## config.mk

```make
export PLATFORM = sky130hd
export DESIGN_NAME = double_ended_queue_core
export DESIGN_NICKNAME = d
export VERILOG_FILES = /design/src/rtl/deq_pkg.sv /design/src/rtl/deq_ram.sv /design/src/rtl/double_ended_queue_core.sv
export SDC_FILE = /design/constraint.sdc
export NUM_CORES = 1
export LEC_CHECK = 0
export ABC_CLOCK_PERIOD_IN_PS = 7390
export BUFFER_PORTS_ARGS = -buffer_cell sky130_fd_sc_hd__buf_2
export CAP_MARGIN = 15
export CORE_ASPECT_RATIO = 0.5
export CORE_MARGIN = 2
export CORE_UTILIZATION = 29
export CTS_CLUSTER_DIAMETER = 40
export DETAILED_ROUTE_END_ITERATION = 8
export SYNTH_ARGS = -nofsm -noshare
export SYNTH_HDL_FRONTEND = slang
export SYNTH_SLANG_ARGS = --single-unit
```

## constraint.sdc

```tcl
create_clock -name clock -period 7.39 [get_ports clock]
set_clock_uncertainty 0.1 [all_clocks]
set_input_delay 0.739 -clock clock [delete_from_list [all_inputs] [get_ports clock]]
set_output_delay 0.739 -clock clock [all_outputs]
set_load 0.01 [all_outputs]
```

## src/rtl/deq_pkg.sv

```systemverilog
// Shared action codes, status codes and fixed field widths of the deque core.
package deq_pkg;

   localparam int ACTION_BITS = 3;
   localparam int VALUE_BITS  = 32;
   localparam int STATUS_BITS = 2;
   localparam int OCC_BITS    = 5;

   typedef enum logic [ACTION_BITS-1:0] {
      ACT_INS_REAR  = 3'd0,
      ACT_REM_FRONT = 3'd1,
      ACT_INS_FRONT = 3'd2,
      ACT_REM_REAR  = 3'd3,
      ACT_DUMP      = 3'd4
   } action_type;

   typedef enum logic [STATUS_BITS-1:0] {
      ST_OK    = 2'd0,
      ST_EMPTY = 2'd1,
      ST_FULL  = 2'd2
   } status_type;

endpackage

```

## src/rtl/deq_ram.sv

```systemverilog
// Generic single-write, single-read RAM with registered read data.
module deq_ram #(
   parameter int WIDTH = 32,
   parameter int DEPTH = 16
) (
   input  logic                     clock,
   input  logic                     wr_en,
   input  logic [$clog2(DEPTH)-1:0] wr_addr,
   input  logic [WIDTH-1:0]         wr_data,
   input  logic                     rd_en,
   input  logic [$clog2(DEPTH)-1:0] rd_addr,
   output logic [WIDTH-1:0]         rd_data
);

   logic [WIDTH-1:0] mem_ff [DEPTH];
   logic [WIDTH-1:0] rd_data_ff;

   always_ff @(posedge clock) begin
      if (wr_en) begin
         mem_ff[wr_addr] <= wr_data;
      end
      if (rd_en) begin
         rd_data_ff <= mem_ff[rd_addr];
      end
   end

   assign rd_data = rd_data_ff;

endmodule

```

## src/rtl/double_ended_queue_core.sv

```systemverilog
// Top level of the deque core: ring pointers, read sequencer and result register.
//
// A bounded double-ended queue of signed words kept in a ring of DEPTH RAM slots.
// Request channel (req_): one word per handshake carries an action and a value.
// Insert rear/front writes the slot in the accept cycle; the single result
// (status ok, or full when rejected) appears in the cycle after accept, so
// inserts sustain one word per cycle while the response is not stalled.
// Remove front/rear reads the RAM in the accept cycle; the removed word passes
// through the RAM read register into the result register, and no new request
// is taken until it has been loaded there.
// Dump streams every stored word front to rear, one per cycle while the
// response is not stalled, the final one carrying last_flag.
// Empty removals and dumps give one result with status empty, in the cycle after
// accept. Unused action codes are accepted and give no result.
// Response channel (rsp_): a stall holds the result register; the RAM output
// register holds the next dumped word, so nothing is lost and the stream resumes
// at full rate once the stall drops.
// Reset clears the pointers, count and result valid. Slot contents are not
// cleared; only written slots are ever read.
module double_ended_queue_core #(
   parameter int DEPTH     = 16,
   parameter int WORD_BITS = 32
) (
   input  logic                                   clock,
   input  logic                                   reset,
   input  logic                                   req_valid,
   output logic                                   req_stall,
   input  logic        [deq_pkg::ACTION_BITS-1:0] req_action,
   input  logic signed [deq_pkg::VALUE_BITS-1:0]  req_item_value,
   output logic                                   rsp_valid,
   input  logic                                   rsp_stall,
   output logic signed [deq_pkg::VALUE_BITS-1:0]  rsp_out_value,
   output logic        [deq_pkg::STATUS_BITS-1:0] rsp_status,
   output logic                                   rsp_last_flag,
   output logic        [deq_pkg::OCC_BITS-1:0]    rsp_occupancy
);

   localparam int AW = $clog2(DEPTH);
   localparam int CW = $clog2(DEPTH + 1);
   localparam int IW = CW + 1;
   localparam int VB = deq_pkg::VALUE_BITS;
   localparam int OB = deq_pkg::OCC_BITS;

   function automatic logic [AW-1:0] wrap_sum(input logic [AW-1:0] a,
                                              input logic [CW-1:0] b);
      logic [IW-1:0] s;
      s = IW'(a) + IW'(b);
      if (s >= IW'(DEPTH)) begin
         s = s - IW'(DEPTH);
      end
      return s[AW-1:0];
   endfunction

   function automatic logic [AW-1:0] next_idx(input logic [AW-1:0] a);
      return (a == AW'(DEPTH - 1)) ? '0 : a + 1'b1;
   endfunction

   function automatic logic [AW-1:0] prev_idx(input logic [AW-1:0] a);
      return (a == '0) ? AW'(DEPTH - 1) : a - 1'b1;
   endfunction

   function automatic logic [OB-1:0] occ_of(input logic [CW-1:0] c);
      logic [CW+OB-1:0] e;
      e = {{OB{1'b0}}, c};
      return e[OB-1:0];
   endfunction

   logic [AW-1:0]        front_ff, front_in;
   logic [CW-1:0]        count_ff, count_in;
   logic [AW-1:0]        rd_ptr_ff, rd_ptr_in;
   logic [CW-1:0]        rem_ff, rem_in;
   logic                 pend_ff, pend_in;
   logic                 pend_last_ff, pend_last_in;

   logic                 rsp_valid_ff, rsp_valid_in;
   logic [VB-1:0]        rsp_value_ff, rsp_value_in;
   logic [deq_pkg::STATUS_BITS-1:0] rsp_status_ff, rsp_status_in;
   logic                 rsp_last_ff, rsp_last_in;
   logic [OB-1:0]        rsp_occ_ff, rsp_occ_in;

   logic                 wr_en, rd_en;
   logic [AW-1:0]        wr_addr, rd_addr;
   logic [WORD_BITS-1:0] wr_data, rd_data;
   logic [WORD_BITS+VB-1:0] in_ext, out_ext;

   logic                 accept, busy, can_load, drain_load, issue_more;
   logic                 full, empty, imm_load;
   deq_pkg::status_type  imm_status;
   logic [AW-1:0]        rear_idx, last_idx;

   assign in_ext  = {{WORD_BITS{req_item_value[VB-1]}}, req_item_value};
   assign wr_data = in_ext[WORD_BITS-1:0];
   assign out_ext = {{VB{1'b0}}, rd_data};

   assign busy       = pend_ff || (rem_ff != '0);
   assign req_stall  = busy || (rsp_valid_ff && rsp_stall);
   assign accept     = req_valid && !req_stall;
   assign can_load   = !rsp_valid_ff || !rsp_stall;
   assign drain_load = pend_ff && can_load;
   assign issue_more = (rem_ff != '0) && (!pend_ff || drain_load);
   assign full       = (count_ff == CW'(DEPTH));
   assign empty      = (count_ff == '0);
   assign rear_idx   = wrap_sum(front_ff, count_ff);
   assign last_idx   = wrap_sum(front_ff, count_ff - 1'b1);

   always_comb begin
      front_in     = front_ff;
      count_in     = count_ff;
      rd_ptr_in    = rd_ptr_ff;
      rem_in       = rem_ff;
      pend_in      = pend_ff;
      pend_last_in = pend_last_ff;
      wr_en        = 1'b0;
      wr_addr      = rear_idx;
      rd_en        = 1'b0;
      rd_addr      = front_ff;
      imm_load     = 1'b0;
      imm_status   = deq_pkg::ST_OK;
      if (accept) begin
         case (req_action)
            deq_pkg::ACT_INS_REAR: begin
               imm_load = 1'b1;
               if (full) begin
                  imm_status = deq_pkg::ST_FULL;
               end else begin
                  wr_en    = 1'b1;
                  count_in = count_ff + 1'b1;
               end
            end
            deq_pkg::ACT_INS_FRONT: begin
               imm_load = 1'b1;
               if (full) begin
                  imm_status = deq_pkg::ST_FULL;
               end else begin
                  wr_en    = 1'b1;
                  wr_addr  = prev_idx(front_ff);
                  front_in = prev_idx(front_ff);
                  count_in = count_ff + 1'b1;
               end
            end
            deq_pkg::ACT_REM_FRONT: begin
               if (empty) begin
                  imm_load   = 1'b1;
                  imm_status = deq_pkg::ST_EMPTY;
               end else begin
                  rd_en        = 1'b1;
                  front_in     = next_idx(front_ff);
                  count_in     = count_ff - 1'b1;
                  pend_in      = 1'b1;
                  pend_last_in = 1'b1;
               end
            end
            deq_pkg::ACT_REM_REAR: begin
               if (empty) begin
                  imm_load   = 1'b1;
                  imm_status = deq_pkg::ST_EMPTY;
               end else begin
                  rd_en        = 1'b1;
                  rd_addr      = last_idx;
                  count_in     = count_ff - 1'b1;
                  pend_in      = 1'b1;
                  pend_last_in = 1'b1;
               end
            end
            deq_pkg::ACT_DUMP: begin
               if (empty) begin
                  imm_load   = 1'b1;
                  imm_status = deq_pkg::ST_EMPTY;
               end else begin
                  rd_en        = 1'b1;
                  rd_ptr_in    = next_idx(front_ff);
                  rem_in       = count_ff - 1'b1;
                  pend_in      = 1'b1;
                  pend_last_in = (count_ff == CW'(1));
               end
            end
            default: begin
            end
         endcase
      end else begin
         if (drain_load) begin
            pend_in = 1'b0;
         end
         if (issue_more) begin
            rd_en        = 1'b1;
            rd_addr      = rd_ptr_ff;
            rd_ptr_in    = next_idx(rd_ptr_ff);
            rem_in       = rem_ff - 1'b1;
            pend_in      = 1'b1;
            pend_last_in = (rem_ff == CW'(1));
         end
      end
   end

   always_comb begin
      rsp_valid_in  = rsp_valid_ff;
      rsp_value_in  = rsp_value_ff;
      rsp_status_in = rsp_status_ff;
      rsp_last_in   = rsp_last_ff;
      rsp_occ_in    = rsp_occ_ff;
      if (imm_load) begin
         rsp_valid_in  = 1'b1;
         rsp_value_in  = '0;
         rsp_status_in = imm_status;
         rsp_last_in   = 1'b1;
         rsp_occ_in    = occ_of(count_in);
      end else if (drain_load) begin
         rsp_valid_in  = 1'b1;
         rsp_value_in  = out_ext[VB-1:0];
         rsp_status_in = deq_pkg::ST_OK;
         rsp_last_in   = pend_last_ff;
         rsp_occ_in    = occ_of(count_ff);
      end else if (!rsp_stall) begin
         rsp_valid_in = 1'b0;
      end
   end

   always_ff @(posedge clock) begin
      if (reset) begin
         front_ff     <= '0;
         count_ff     <= '0;
         rd_ptr_ff    <= '0;
         rem_ff       <= '0;
         pend_ff      <= 1'b0;
         pend_last_ff <= 1'b0;
         rsp_valid_ff <= 1'b0;
      end else begin
         front_ff     <= front_in;
         count_ff     <= count_in;
         rd_ptr_ff    <= rd_ptr_in;
         rem_ff       <= rem_in;
         pend_ff      <= pend_in;
         pend_last_ff <= pend_last_in;
         rsp_valid_ff <= rsp_valid_in;
      end
   end

   always_ff @(posedge clock) begin
      rsp_value_ff  <= rsp_value_in;
      rsp_status_ff <= rsp_status_in;
      rsp_last_ff   <= rsp_last_in;
      rsp_occ_ff    <= rsp_occ_in;
   end

   deq_ram #(
      .WIDTH (WORD_BITS),
      .DEPTH (DEPTH)
   ) u_slots (
      .clock   (clock),
      .wr_en   (wr_en),
      .wr_addr (wr_addr),
      .wr_data (wr_data),
      .rd_en   (rd_en),
      .rd_addr (rd_addr),
      .rd_data (rd_data)
   );

   assign rsp_valid     = rsp_valid_ff;
   assign rsp_out_value = rsp_value_ff;
   assign rsp_status    = rsp_status_ff;
   assign rsp_last_flag = rsp_last_ff;
   assign rsp_occupancy = rsp_occ_ff;

endmodule

```

======== Yosys cells after proc, flatten, opt, wreduce, memory -nomap -nowiden ========
Memories as Yosys holds them, arrays and structs flattened. A register that Yosys moved wholly into a read port is not among the register bits.
Cells that the tools add are included.
storage, ports and cells
  bits of input ports ..................... 39
  bits in writable memories ............... 512
  ROM bits ................................ 0
  flip-flop bits (word level) ............. 61
  output and inout port bits .............. 42
  logic and storage cells ................. 127
  bits in latches ......................... 0
  memories ................................ 1
memory list
  name            depth  width  read ports  clocked after memory_dff  wr ports  line           RTL
  u_slots.mem_ff  16     32     1           1                         1         deq_ram.sv:15  logic [WIDTH-1:0] mem_ff [DEPTH];
operators by class
  $mul .................................... 0
  equality and inequality tests ........... 18
  divide/modulo/power cells ............... 0
  add/subtract/negate cells ............... 10
  mux-type cells .......................... 58
  reduce and logical (&&, ||, !) cells .... 27
  shifts and indexed selects .............. 0
  bitwise logic cells ..................... 0
  $lt $le $gt $ge ......................... 2
operators by type and width
  operator                                                                              count
  4-bit 2-to-1 mux                                                                      17
  5-bit 2-to-1 mux                                                                      9
  1-bit 2-to-1 mux                                                                      23
  4-bit by 5-bit adder with 6-bit output                                                2
  6-bit by 5-bit greater-or-equal comparator with 1-bit output (second input constant)  2
  4-bit by 1-bit subtractor with 4-bit output (second input constant)                   3
  5-bit by 1-bit == test with 1-bit output (second input constant)                      2
  5-bit case mux with 2 select lines                                                    1
  5-bit by 1-bit subtractor with 5-bit output (second input constant)                   2
  4-bit by 1-bit adder with 4-bit output (second input constant)                        2
  4-bit == test (second input constant)                                                 2
  2-bit 2-to-1 mux                                                                      4
  2-bit != test (second input constant)                                                 4
  4-bit case mux with 2 select lines                                                    1
  4-bit AND reduction                                                                   2
  3-bit by 2-bit == test with 1-bit output (second input constant)                      2
  3-bit != test (second input constant)                                                 2
  3-bit AND reduction                                                                   2
  2-bit nonzero test                                                                    3
  5-bit by 1-bit adder with 5-bit output (second input constant)                        1
  5-bit == test (second input constant)                                                 1
  5-bit zero test                                                                       1
  5-bit nonzero test                                                                    1
  1-bit logical AND                                                                     4
  14 further kinds                                                                      22

======== Longest topological paths before layout ========
Gate-level depths: netlist of run 1.
  depth after elaboration ................. 8
  depth in mapped cells ................... 13
  gate-level depth less buffers ........... 12

======== By module ========
From an unflattened synthesis of run 1, not the netlist that was laid out.
unflattened totals
  cells, all modules ...................... 1251
  area total of the unflattened synthesis .. 23556.3 µm²
by module, submodules not included
  module                   times used  cells each  area each (µm²)  sequential area each (µm²)
  deq_ram                  1           838         20155.6          16335.7
  double_ended_queue_core  1           413         3400.8           1291.2

======== Least setup slack after synthesis of run 1 ========
OpenSTA, ideal clock, no wires.
  path kind ............................... input port to flip-flop
  from .................................... in rsp_stall
  to ...................................... reg pend_last_ff
  required time ........................... 7162 ps
  arrival ................................. 4342 ps
  cell stages on the path ................. 6
  path buffers ............................ 1
  setup slack ............................. 2821 ps
  library setup time ...................... 128 ps
  cell sequence ........................... a21oi_1 nand3_1 clkbuf_1 o31ai_1 mux2i_1 nor2_1
on the way
  word-level cells in the longest chain between the ends .. 7
  elaborated cells on any way between the ends .. 15
  those cells by class .................... 3 x eq/ne; 1 x mux; 11 x reduce/logical
RTL lines
  item                                  line                            RTL
  from (decl)                           double_ended_queue_core.sv:31   input logic rsp_stall,
  1-bit zero test                       n/a
  1-bit logical OR                      double_ended_queue_core.sv:98   assign can_load = !rsp_valid_ff || !rsp_stall;
  1-bit logical AND                     double_ended_queue_core.sv:99   assign drain_load = pend_ff && can_load;
  1-bit logical OR                      double_ended_queue_core.sv:100  assign issue_more = (rem_ff != '0) && (!pend_ff || drain_load);
  1-bit logical AND                     double_ended_queue_core.sv:100
  2-bit nonzero test (no source line)   n/a
  4-bit AND reduction (no source line)  n/a
  to (signal assigned)                  double_ended_queue_core.sv:233  pend_last_ff <= pend_last_in;
  to (decl)                             double_ended_queue_core.sv:73   logic pend_last_ff, pend_last_in;
Several ways; a longest one is shown, not always the timed one.
A chain may end at the register's enable or synchronous reset.

======== Final worst setup path of run 1 ========
  from .................................... reg rem_ff[0]
  to ...................................... reg u_slots.rd_data_ff[28], in the netlist u_slots.rd_data[28] (read register of u_slots.mem_ff), data pin
on the way
  word-level cells in the longest chain between the ends .. 6
  elaborated cells on any way between the ends .. 10
  those cells by class .................... 4 x mux; 6 x reduce/logical
RTL lines
  item                                                  line                                                           RTL
  from (decl)                                           double_ended_queue_core.sv:71                                  logic [CW-1:0] rem_ff, rem_in;
  from (signal assigned)                                double_ended_queue_core.sv:231                                 rem_ff <= rem_in;
  5-bit nonzero test *                                  double_ended_queue_core.sv:95, double_ended_queue_core.sv:100
  1-bit logical OR                                      double_ended_queue_core.sv:95                                  assign busy = pend_ff || (rem_ff != '0);
  1-bit logical OR                                      double_ended_queue_core.sv:96                                  assign req_stall = busy || (rsp_valid_ff && rsp_stall);
  1-bit zero test                                       double_ended_queue_core.sv:97                                  assign accept = req_valid && !req_stall;
  1-bit logical AND                                     double_ended_queue_core.sv:97
  4-bit 2-to-1 mux or 1-bit 2-to-1 mux (tied branches)  double_ended_queue_core.sv:119                                 if (accept) begin
  to (decl)                                             deq_ram.sv:16                                                  logic [WIDTH-1:0] rd_data_ff;
Mark *: on every way between the ends. The rest lies on a longest branch, timed or not.

==> results of run 1 <==
## power by group through the flow
stage	Sequential (mW)	Clock [mW]	Combinational, mW
2_1_floorplan	4.34	0	3.34
3_3_place_gp	4.32	0	4.78
3_5_place_dp	4.32	0	4.82
4_1_cts	4.25	3.83	4.84
5_1_grt	4.27	3.97	5.25
6_report	4.25	3.77	4.82
## state kept, by name (all words and copies together) (netlist names), 2 cells and up
name,flops
rsp_occupancy,5
rem_ff,5
rd_ptr_ff,4
rsp_out_value,32
count_ff,5
front_ff,4
u_slots.rd_data,32
u_slots.mem_ff,512
rsp_status,2
## layer usage
metal  track usage  vias to the layer above  wire length, µm
met5             0                        -                0
met4        0.0331                        0              983
met3        0.0216                       82             3080
met2         0.219                      417            28500
met1         0.199                     7331            28400
li1              -                     6687                -
## worst min-delay path, stage by stage, from the launching register on
cell and delay [ns]:
dfxtp_1 0.30, nand2_1 0.05, a21oi_1 0.05
## cell families (layout without fill, tap and decap cells)
kind of cell | count (synthesis) | after routing | synth area share
buffers and inverters | 127 | 257 | 0.0220
xor gates and xnor gates | 16 | 16 | 0.00575
adders and majority gates | 18 | 18 | 0.00985
AOI/OAI and AO/OA | 336 | 336 | 0.0994
and+or+nand+nor | 510 | 510 | 0.0963
muxes | 102 | 102 | 0.0436
DFF | 605 | 605 | 0.723
## layout make-up
cell class | instances | area (µm²)
inverters | 15 | 56.3
well taps | 1116 | 1400
flip-flops and latches | 605 | 17600
fillers | 8008 | 54800
clock buffers | 88 | 2000
clock inverters | 45 | 598
repair buffers | 109 | 668
multi-input cells | 982 | 6400
## path summary, 6_finish.rpt
check                    startpoint             endpoint  slack [ns]
setup / recovery          rem_ff[0]  u_slots.rd_data[28]        2.50
hold / removal    rsp_out_value[14]    rsp_out_value[14]        0.35
setup reg to reg          rem_ff[0]  u_slots.rd_data[28]        2.50
hold reg to reg   rsp_out_value[14]    rsp_out_value[14]        0.35
## cell usage in the layout, fill, tap and decap left out, drive strengths merged, types with 3 or more instances in the layout
master and instances:
o32ai 34, a31oi 69, mux2 34, nand3 10
clkbuf 88, a221oi 3, and2 97, a21o 3
o22ai 4, o21ai 15, nand2 299, a22oi 4
nor2 49, mux2i 68, xor2 7, ha 16
a21oi 52, dfxtp 54, inv 27, bufinv 9
edfxtp 551, o31ai 3, buf 109, xnor2 9
a211oi 98, clkinv 17, nand2b 4, a221o 34
clkinvlp 7, nor3 6, o211ai 3, and3 34
==> results.md, run 1 <==
| Result | This run | Unit |
|:---|:---|:---|
| Outcome | finished, final reports clean | - |
| Largest net degree at the start of global routing | 197 | - |
| Number of primary I/O pins | 81 | - |
| Critical path's top delay family | simple AND/OR/NAND/NOR gates | - |
| Wirelength per Cell | 20.6 | µm |
| Final layout net count | 1845 | - |
| Combined global-route utilization of all metal layers | 0.138 | - |
| Combinational group share of total power | 0.376 | - |
| Post-synth cell types | 56 | - |
| Setup Total Neg Slack | 0 | ns |
| Number of buffer and inverter instances along the worst setup path | 2 | - |
| Internal Pwr Total | 8.18 | mW |
| DIE AREA | 86500 | µm² |
| Count of pins over their slew limit | 0 | - |
| DRT Wirelength | 60.9 | mm |
| Net switching power of the design | 4.66 | mW |
| Syn Std Cell Area | 24400 | µm² |
| First DRT Iteration DRCs | 1435 | - |
| Ratio of final minimum period to clock period | 0.662 | - |
| Number of synthesized register bits | 605 | - |
| Total core area | 83500 | µm² |
| Top cell type's share of synthesized area | 0.679 | - |
| Worst hold-check path type | reg2reg | - |
| Finished Layout Cells | 2960 | - |
| Number of enable-type register cells in the synthesized netlist | 551 | - |
| Arrival time of data at the critical path endpoint | 5.27 | ns |
| Top cells by count, synth | edfxtp_1 (551), nand2_1 (299), a211oi_1 (98) | - |
| FMAX | 204 | MHz |
| Area delta synth->final | 17.9 | % |
| Worst-case setup slack after placement | 2.37 | ns |
| Dominant synthesized flop cell | edfxtp_1 | - |
| Total number of vias | 14.5k | - |
| Delay of the slowest cell on the worst path | 0.93 | ns |
| Slack of the critical path | 2.50 | ns |
| Worst hold-check slack | 0.353 | ns |
| Count of antenna-violating nets left after detailed routing | 0 | - |
| Count of max-cap constraint violations | 0 | - |
| Worst Tran Pin Value | 1.32 | ns |
| Power per cell area | 447 | nW/µm² |
| Post-CTS sizing | 0 | - |
| Syn Area/Cell | 14.2 | µm² |
| Port-buffer cells | 80 | - |
| Cell Chain, Critical Path | inv_1, ha_1, nor4b_4, nand3_1, nor3_2, a221o_4, buf_12, nand2_1, and3_1, o32ai_1, a221o_1 | - |
| Post-DP HPWL | 32.2 | mm |
| Setup crit start kind | flip-flop | - |
| Clock share of power | 0.294 | - |
| Count of hold-fix buffers inserted at cts | 0 | - |
| FP Rows | 75 | - |
| Relative slew slack | 0.119 | - |
| Total congestion overflow after global routing | 0 | - |
| Maximum fanout along the worst path | 100 | - |
| DR vias/cell | 4.90 | - |
| Peak ir drop on the vdd network | 405 | µV |
| Min cycle time layout | 4.89 | ns |
| Clock root buffer master | clkbuf_16 | - |
| Number of setup buffers added after CTS | 0 | - |
| Required time worst endpoint | 7.77 | ns |
| Yosys synthesis warning count | 0 | - |
| Clock latency at the later pin of the worst-skew pair | 0.63 | ns |
| Cell accounting for the most synthesized area | edfxtp_1 | - |
| Initial cell density of the core | 0.292 | - |
| Worst setup EP type | flip-flop | - |
| Final core utilization | 0.344 | - |
| Hold depth | 2 | - |
| Post-detailed-route DRC marker count | 0 | - |
| Initial antenna violation count | 2 | - |
| TritonCTS clock tree | built | - |
| Part of the Yosys area used for sequential elements | 0.723 | - |
| Unrepaired setup endpoints after global routing | false | - |
| Endpoints failing hold | 0 | - |
| Drt pass-1 iters | 5 | - |
| Critical path depth in cells | 11 | - |
| Number of clock buffers inserted by TritonCTS | 75 | - |
| Gate count of the mapped netlist | 1714 | - |
| Via count of the first global-routing pass | 14.0k | - |
| Finished layout cell area | 28700 | µm² |
| Slowest CP cell | a221o_4 | - |
| Clock Sink Count | 605 | - |
| Switching share of power | 0.363 | - |
| Global-route wire length before repair | 91.1 | mm |
| Proportion of layout cells with a drive suffix above 1 | 0.160 | - |
| Count of cells along the worst register-to-register path | 11 | - |
| Placed cell areas | 26100 | µm² |
| Total Power Consumption | 12.8 | mW |
| Static power due to leakage | 9.57 | nW |
| Dpl cells | 2827 | - |
| Height of the chip | 209 | µm |
| Setup-violating endpoint count in the final report | 0 | - |
| Asr flop ratio synth | 0 | - |
| Synth area leaders | edfxtp_1 (68%), nand2_1 (4.6%), dfxtp_1 (4.4%) | - |
| Htree depth | 3 | - |
| Number of buffers on the longest clock path | 3 | - |
| Part of the total power dissipated in sequential elements | 0.331 | - |
| Clock input transition at the sequential cells of the worst setup and hold paths | 0.06 | ns |
| Synthesized net count | 1771 | - |
| Die width | 414 | µm |
| Class of the most critical setup path | reg2reg | - |
| Top-count cell post-synth | edfxtp_1 | - |
| Antenna fix cells | 0 | - |
| Gp weighted congestion | 0.768 | - |
(Power assumes the default switching activity.)
==> inputs of run 2 (changes only) <==
ABC_CLOCK_PERIOD_IN_PS = 4760   (was 7390)
clock period = 4.76 ns   (was 7.39 ns; I/O delays follow)
==> results.md, run 2 (synthesis gave the netlist of run 1 again) <==
| Result | This run | Unit | Change |
|:---|:---|:---|:---|
| Crit Reg-Reg Startpoint | count_ff[0] | - |  |
| Number of setup buffers added after CTS | 0 | - | unchanged |
| Post-DP HPWL | 31.4 | mm | -2.5% |
| Combined global-route utilization of all metal layers | 0.137 | - | -0.000866 |
| Clock root buffer master | clkbuf_16 | - |  |
| Number of primary I/O pins | 81 | - | unchanged |
| Setup crit start kind | flip-flop | - |  |
| Internal Pwr Total | 12.6 | mW | +54% |
| Count of cells along the worst register-to-register path | 11 | - | unchanged |
| DIE AREA | 86500 | µm² | unchanged |
| Class of the most critical setup path | reg2reg | - |  |
| Global-route wire length before repair | 90.0 | mm | -1.3% |
| Number of clock buffers inserted by TritonCTS | 74 | - | -1.3% |
| Total number of vias | 14.6k | - | +0.67% |
| Required time worst endpoint | 5.02 | ns | -2.75 ns |
| Htree depth | 3 | - | unchanged |
| Min cycle time layout | 3.90 | ns | -0.994 ns |
| TritonCTS clock tree | built | - |  |
| Count of antenna-violating nets left after detailed routing | 0 | - | unchanged |
| Gp weighted congestion | 0.781 | - | +1.7% |
| Worst hold-check path type | in2reg | - |  |
| Proportion of layout cells with a drive suffix above 1 | 0.164 | - | +0.00400 |
| Via count of the first global-routing pass | 14.1k | - | +0.78% |
| Initial antenna violation count | 4 | - | +2 |
| Relative slew slack | 0.390 | - | +0.270 |
| Height of the chip | 209 | µm | unchanged |
| Peak ir drop on the vdd network | 795 | µV | +96% |
| Count of max-cap constraint violations | 0 | - | unchanged |
| Wirelength per Cell | 20.4 | µm | -0.78% |
| Most frequent cells in the layout | edfxtp_1 (551), nand2_1 (297), a211oi_1 (98) | - |  |
| Sequential cell area in the final layout | 17600 | µm² | unchanged |
| Final layout net count | 1858 | - | +0.70% |
| Clock Sink Count | 605 | - | unchanged |
| Worst Tran Pin Value | 0.916 | ns | -0.405 ns |
| FILL cells | 7961 | - | -0.59% |
| Post-detailed-route DRC marker count | 0 | - | unchanged |
| Clock input transition at the sequential cells of the worst setup and hold paths | 0.06 | ns | about the same |
| First DRT Iteration DRCs | 1424 | - | -0.77% |
| Static power due to leakage | 9.62 | nW | +0.48% |
| Number of buffers on the longest clock path | 3 | - | unchanged |
| Largest net degree at the start of global routing | 125 | - | -37% |
| Slack of the critical path | 0.864 | ns | -1.64 ns |
| Post-CTS sizing | 0 | - | unchanged |
| Total core area | 83500 | µm² | unchanged |
| Combinational group share of total power | 0.380 | - | +0.004 |
| Register bank with the most flops | u_slots.mem_ff | - |  |
| Number of flip-flops under the largest register name | 512 | - | unchanged |
| Setup-violating endpoint count in the final report | 0 | - | unchanged |
| FMAX | 257 | MHz | +26% |
| Setup slack, reg-to-reg | 0.86 | ns | -1.64 ns |
| Hold depth | 3 | - | +1 |
| DR vias/cell | 4.91 | - | about the same |
| Die width | 414 | µm | unchanged |
| Total congestion overflow after global routing | 0 | - | unchanged |
| Power per cell area | 683 | nW/µm² | +53% |
| Unrepaired setup endpoints after global routing | false | - |  |
| Hold path startpoint | rsp_stall | - |  |
| Worst-case setup slack after placement | 0.926 | ns | -1.45 ns |
| Setup Total Neg Slack | 0 | ns | unchanged |
| Count of pins over their slew limit | 0 | - | unchanged |
| Arrival time of data at the critical path endpoint | 4.16 | ns | -1.11 ns |
| Ratio of final minimum period to clock period | 0.818 | - | +0.157 |
| Worst Hold Path EP | pend_ff | - |  |
| Worst setup EP type | flip-flop | - |  |
| Net switching power of the design | 7.11 | mW | +53% |
| Count of hold-fix buffers inserted at cts | 0 | - | unchanged |
| Clock share of power | 0.285 | - | -0.009 |
| Most common library cell in the layout ignoring fill and taps | edfxtp_1 | - |  |
| DRT Wirelength | 60.8 | mm | -0.18% |
| Clock latency at the later pin of the worst-skew pair | 0.62 | ns | about the same |
| Part of the total power dissipated in sequential elements | 0.335 | - | +0.004 |
| Initial cell density of the core | 0.292 | - | unchanged |
| Port-buffer cells | 80 | - | unchanged |
| Endpoints failing hold | 0 | - | unchanged |
| FP Rows | 75 | - | unchanged |
| Endpoint of the lowest-slack register-to-register path | u_slots.rd_data[14] | - |  |
| Outcome | finished, final reports clean | - |  |
| Combined area of the multi-input logic cells | 6400 | µm² | unchanged |
| Drt pass-1 iters | 5 | - | unchanged |
| Maximum fanout along the worst path | 66 | - | -34% |
| Switching share of power | 0.361 | - | -0.00214 |
| Worst setup path startpoint | count_ff[0] | - |  |
| Area delta synth->final | 18.4 | % |  |
-- run 2: changes by cell type in the layout (fill, tap and decap cells not counted), moves of 3 or more --
cell,delta
clkinv_4,+3
clkbuf_1,+6
clkbuf_16,-3
inv_6,+6
buf_12,+9
buf_4,+5
-- run 2: power groups by stage --
stage               clock network, mW  registers, mW  logic, mW
CTS                              5.70           6.61       7.52
detailed placement                  0           6.72       7.50
floorplan                           0           6.73       5.18
finish                           5.62           6.61       7.48
global placement                    0           6.72       7.40
global route                     5.93           6.64       8.15
-- run 2: per-stage QoR --
step | utilization | total power [mW] | area [µm²] | hold WS [ns] | std cells
floorplan | - | 11.9 | 24400 | 0.340 | 1714
global placement | 0.316 | 14.1 | 26400 | 0.343 | 2841
detailed placement | 0.316 | 14.2 | 26400 | 0.345 | 2841
CTS | 0.345 | 19.8 | 28900 | 0.0940 | 2976
global route | 0.346 | 20.7 | 28900 | 0.103 | 2978
finish | 0.346 | 19.7 | 28900 | 0.118 | 2978
-- run 2: worst max path at each step --
stage | end | slack [ns] | cells past startpoint
2_1_floorplan | pend_last_ff | 0.34 | 8
3_3_place_gp | u_slots.rd_data[19] | 0.99 | 13
3_5_place_dp | u_slots.rd_data[21] | 0.93 | 11
4_1_cts | u_slots.rd_data[14] | 0.91 | 11
5_1_grt | u_slots.rd_data[17] | 0.62 | 11
6_report | u_slots.rd_data[14] | 0.86 | 11
-- run 2: cell type report --
| cell class | count | share of cell area |
|---|---|---|
| diodes | 2 | 0.000173 |
| clock buffers | 89 | 0.0665 |
| clock inverters | 46 | 0.0197 |
| inverters | 15 | 0.00195 |
| multi-input cells | 982 | 0.222 |
| flip-flops and latches | 605 | 0.611 |
| well taps | 1116 | 0.0484 |
| repair buffers | 123 | 0.0307 |
-- run 2: critical path, cell delays in order (launching register included) --
cell and delay (ns):
dfxtp_1 0.47, inv_1 0.18, ha_1 0.26, nor4b_4 0.16, nor2_1 0.35, a31oi_2 0.23, a221oi_4 0.68, buf_12 0.38
mux2i_1 0.24, mux2_2 0.17, o32ai_1 0.08, a221o_1 0.28
-- run 2: routing by layer --
metal / routed length (µm) / track usage / vias to the layer above
met5: 13 / 0 / -
met4: 1220 / 0.0405 / 2
met3: 3480 / 0.0256 / 100
met2: 28900 / 0.221 / 413
met1: 27200 / 0.189 / 7385
li1: - / - / 6714
==> inputs of run 3 (changes only) <==
ABC_AREA = 1   (was default)
ABC_CLOCK_PERIOD_IN_PS = 3380   (was 4760)
clock period = 3.38 ns   (was 4.76 ns; I/O delays follow)
==> results.md, run 3 <==
| Result | This run | Unit | Change |
|:---|:---|:---|:---|
| Syn Std Cell Area | 26900 | µm² | +10% |
| Setup Total Neg Slack | 0 | ns | unchanged |
| Count of cells along the worst register-to-register path | 11 | - | unchanged |
| Post-synth cell types | 39 | - | -30% |
| Min cycle time layout | 3.23 | ns | -0.664 ns |
| FP Rows | 78 | - | +4.0% |
| Number of flip-flops under the largest register name | 512 | - | unchanged |
| Count of antenna-violating nets left after detailed routing | 0 | - | unchanged |
| First DRT Iteration DRCs | 1848 | - | +30% |
| Class of the most critical setup path | reg2reg | - |  |
| Final layout net count | 2835 | - | +53% |
| Power per cell area | 927 | nW/µm² | +36% |
| Cell accounting for the most synthesized area | edfxtp_1 | - |  |
| Gp weighted congestion | 0.835 | - | +7.0% |
| Proportion of layout cells with a drive suffix above 1 | 0.120 | - | -0.0435 |
| Gate count of the mapped netlist | 2653 | - | +55% |
| Number of setup buffers added after CTS | 0 | - | unchanged |
| Total number of vias | 18.8k | - | +29% |
| Setup-violating endpoint count in the final report | 0 | - | unchanged |
| Setup slack, reg-to-reg | 0.15 | ns | -0.72 ns |
| Total core area | 91300 | µm² | +9.3% |
| Post-DP HPWL | 40.3 | mm | +28% |
| Final core utilization | 0.353 | - | +0.00723 |
| Combined area of the multi-input logic cells | 6560 | µm² | +2.5% |
| Combined global-route utilization of all metal layers | 0.152 | - | +0.0141 |
| Htree depth | 3 | - | unchanged |
| Worst Hold Path EP | u_slots.mem_ff[1][16] | - |  |
| Port-buffer cells | 80 | - | unchanged |
| Area delta synth->final | 19.6 | % |  |
| Post-detailed-route DRC marker count | 0 | - | unchanged |
| Yosys synthesis warning count | 0 | - | unchanged |
| Worst setup path startpoint | count_ff[0] | - |  |
| Count of max-cap constraint violations | 0 | - | unchanged |
| Most common library cell in the layout ignoring fill and taps | nand2_1 | - |  |
| Worst setup EP type | flip-flop | - |  |
| Drt pass-1 iters | 5 | - | unchanged |
| Register bank with the most flops | u_slots.mem_ff | - |  |
| Worst hold-check slack | 0.0201 | ns | -0.0979 ns |
| Die width | 435 | µm | +5.0% |
| Number of buffer and inverter instances along the worst setup path | 3 | - | +1 |
| Number of buffers on the longest clock path | 3 | - | unchanged |
| Number of clock buffers inserted by TritonCTS | 83 | - | +12% |
| Hold depth | 1 | - | -2 |
| Most frequent cells in the layout | nand2_1 (586), nand3_1 (565), inv_1 (557) | - |  |
| Arrival time of data at the critical path endpoint | 3.41 | ns | -0.75 ns |
| Hold path startpoint | req_item_value[16] | - |  |
| Number of primary I/O pins | 81 | - | unchanged |
| Worst hold-check path type | in2reg | - |  |
| Maximum fanout along the worst path | 18 | - | -73% |
| Part of the Yosys area used for sequential elements | 0.655 | - | -0.0680 |
| Global-route wire length before repair | 111 | mm | +23% |
| Peak ir drop on the vdd network | 973 | µV | +22% |
| Dominant synthesized flop cell | edfxtp_1 | - |  |
| Largest net degree at the start of global routing | 75 | - | -40% |
| TritonCTS clock tree | built | - |  |
| Setup crit start kind | flip-flop | - |  |
| Critical path's top delay family | simple AND/OR/NAND/NOR gates | - |  |
| Top-count cell post-synth | nand2_1 | - |  |
| Number of synthesized register bits | 605 | - | unchanged |
| Top cells by count, synth | nand2_1 (591), nand3_1 (566), inv_1 (558) | - |  |
| Delay of the slowest cell on the worst path | 0.44 | ns | -0.24 ns |
| Worst Tran Pin Value | 0.617 | ns | -0.299 ns |
| Endpoint of the lowest-slack register-to-register path | u_slots.mem_ff[10][13] | - |  |
| Total congestion overflow after global routing | 0 | - | unchanged |
| Antenna fix cells | 0 | - | -2 |
| Ratio of final minimum period to clock period | 0.956 | - | +0.138 |
| Cell Chain, Critical Path | inv_1, ha_1, nand3_1, nand2_1, inv_1, nand3_4, or2_2, o21ai_0, nand2_1, nor2_4, buf_4 | - |  |
| Clock latency at the later pin of the worst-skew pair | 0.62 | ns | about the same |
| Initial cell density of the core | 0.295 | - | +0.00302 |
| Sequential cell area in the final layout | 17600 | µm² | about the same |
| DIE AREA | 95400 | µm² | +10% |
| Syn Area/Cell | 10.1 | µm² | -29% |
| DRT Wirelength | 72.6 | mm | +19% |
| Outcome | finished, final reports clean | - |  |
| Height of the chip | 219 | µm | +5.0% |
| Synth area leaders | edfxtp_1 (61%), nand3_1 (11%), nand2_1 (8.2%) | - |  |
| Number of enable-type register cells in the synthesized netlist | 551 | - | unchanged |
| Static power due to leakage | 13.6 | nW | +42% |
| Slowest CP cell | dfxtp_1 | - |  |
| Unrepaired setup endpoints after global routing | true | - |  |
| Clock root buffer master | clkbuf_16 | - |  |
| FMAX | 309 | MHz | +21% |
| Count of pins over their slew limit | 0 | - | unchanged |
| Synthesized net count | 2710 | - | +53% |
| Clock Sink Count | 605 | - | unchanged |
| Via count of the first global-routing pass | 18.5k | - | +32% |
| Crit Reg-Reg Startpoint | count_ff[0] | - |  |
| DR vias/cell | 4.61 | - | -6.2% |
| Clock input transition at the sequential cells of the worst setup and hold paths | 0.06 | ns | about the same |
| Required time worst endpoint | 3.56 | ns | -1.46 ns |
| Asr flop ratio synth | 0 | - | unchanged |
| FILL cells | 8969 | - | +13% |
| Top cell type's share of synthesized area | 0.615 | - | -0.0639 |
| Endpoints failing hold | 0 | - | unchanged |
| Initial antenna violation count | 1 | - | -3 |
| Relative slew slack | 0.589 | - | +0.199 |
| Wirelength per Cell | 17.8 | µm | -13% |
[run 3: cell types whose count changed after synthesis, moves of 21 or more]
cell / previous run / this run
nand3_1: 10 / 566
inv_1: 15 / 558
nand2_1: 299 / 591
a211oi_1: 98 / 3
and2_0: 76 / 0
mux2i_1: 68 / 0
a31oi_1: 68 / 7
clkbuf_1: 73 / 20
buf_2: 30 / 68
a221o_1: 34 / 0
mux2_2: 34 / 0
o32ai_1: 34 / 0
and3_1: 34 / 1
and2_1: 21 / 0
[run 3: repair_timing]
item / 4_1_cts / 5_1_grt
endpoints found under the setup margin: 0 / 270
hold endpoints to repair: 254 / 0
hold buffers: 18 / 0
gates resized for setup: 0 / 7
[run 3: cell type report]
cell class	count	share of cell area
clock buffer	100	0.0711
clock inverter	55	0.0171
inverter	561	0.0655
multi-input combinational	1355	0.204
sequential	605	0.548
tap	1240	0.0482
timing repair buffer	172	0.0466
[run 3: kinds of logic after synthesis]
kind of cell / count (synthesis) / synth area share
compound gates: 102 / 0.0203
xor+xnor: 18 / 0.00586
fa+ha+maj: 18 / 0.00893
buf+inv: 693 / 0.109
flops: 605 / 0.655
simple gates: 1217 / 0.201
[run 3: worst register-to-register path: stages (launching register included)]
cell	delay, ns
dfxtp_1	0.44
inv_1	0.16
ha_1	0.27
nand3_1	0.11
nand2_1	0.16
inv_1	0.16
nand3_4	0.11
or2_2	0.29
o21ai_0	0.17
nand2_1	0.35
nor2_4	0.20
buf_4	0.35
[run 3: worst max path at each step]
stage                             endpoint  cells after the start
detailed placement  u_slots.mem_ff[10][13]                     11
finish              u_slots.mem_ff[10][13]                     11
global route         u_slots.mem_ff[14][1]                     11
floorplan            u_slots.mem_ff[10][0]                     10
CTS                   u_slots.mem_ff[7][2]                     13
global placement       u_slots.rd_data[18]                     13
[run 3: where the power goes]
part / total, mW / switching, mW / internal, mW / leakage (nW)
sequential: 9.28 / 0.290 / 8.99 / 5.45
combinational: 11.8 / 8.03 / 3.74 / 6.83
clock: 8.79 / 3.46 / 5.32 / 1.37
total: 29.8 / 11.8 / 18.1 / 13.6
[run 3: metrics by stage]
stage / cell area (µm²) / total power [mW] / worst slack (ns) / cells
detailed placement: 29100 / 21.1 / 0.202 / 3915
global placement: 29100 / 21.0 / 0.317 / 3915
finish: 32200 / 29.8 / 0.148 / 4088
global route: 32200 / 31.5 / -0.0922 / 4088
CTS: 32200 / 30.0 / 0.182 / 4088
floorplan: 26900 / 17.3 / -0.208 / 2653
[run 3: per-layer routing]
layer / vias to the layer above / track usage / routed length [µm]
met5: - / 0 / 13
met4: 2 / 0.0515 / 1990
met3: 149 / 0.0272 / 5280
met2: 658 / 0.256 / 34300
met1: 9104 / 0.197 / 31100
li1: 8913 / - / -
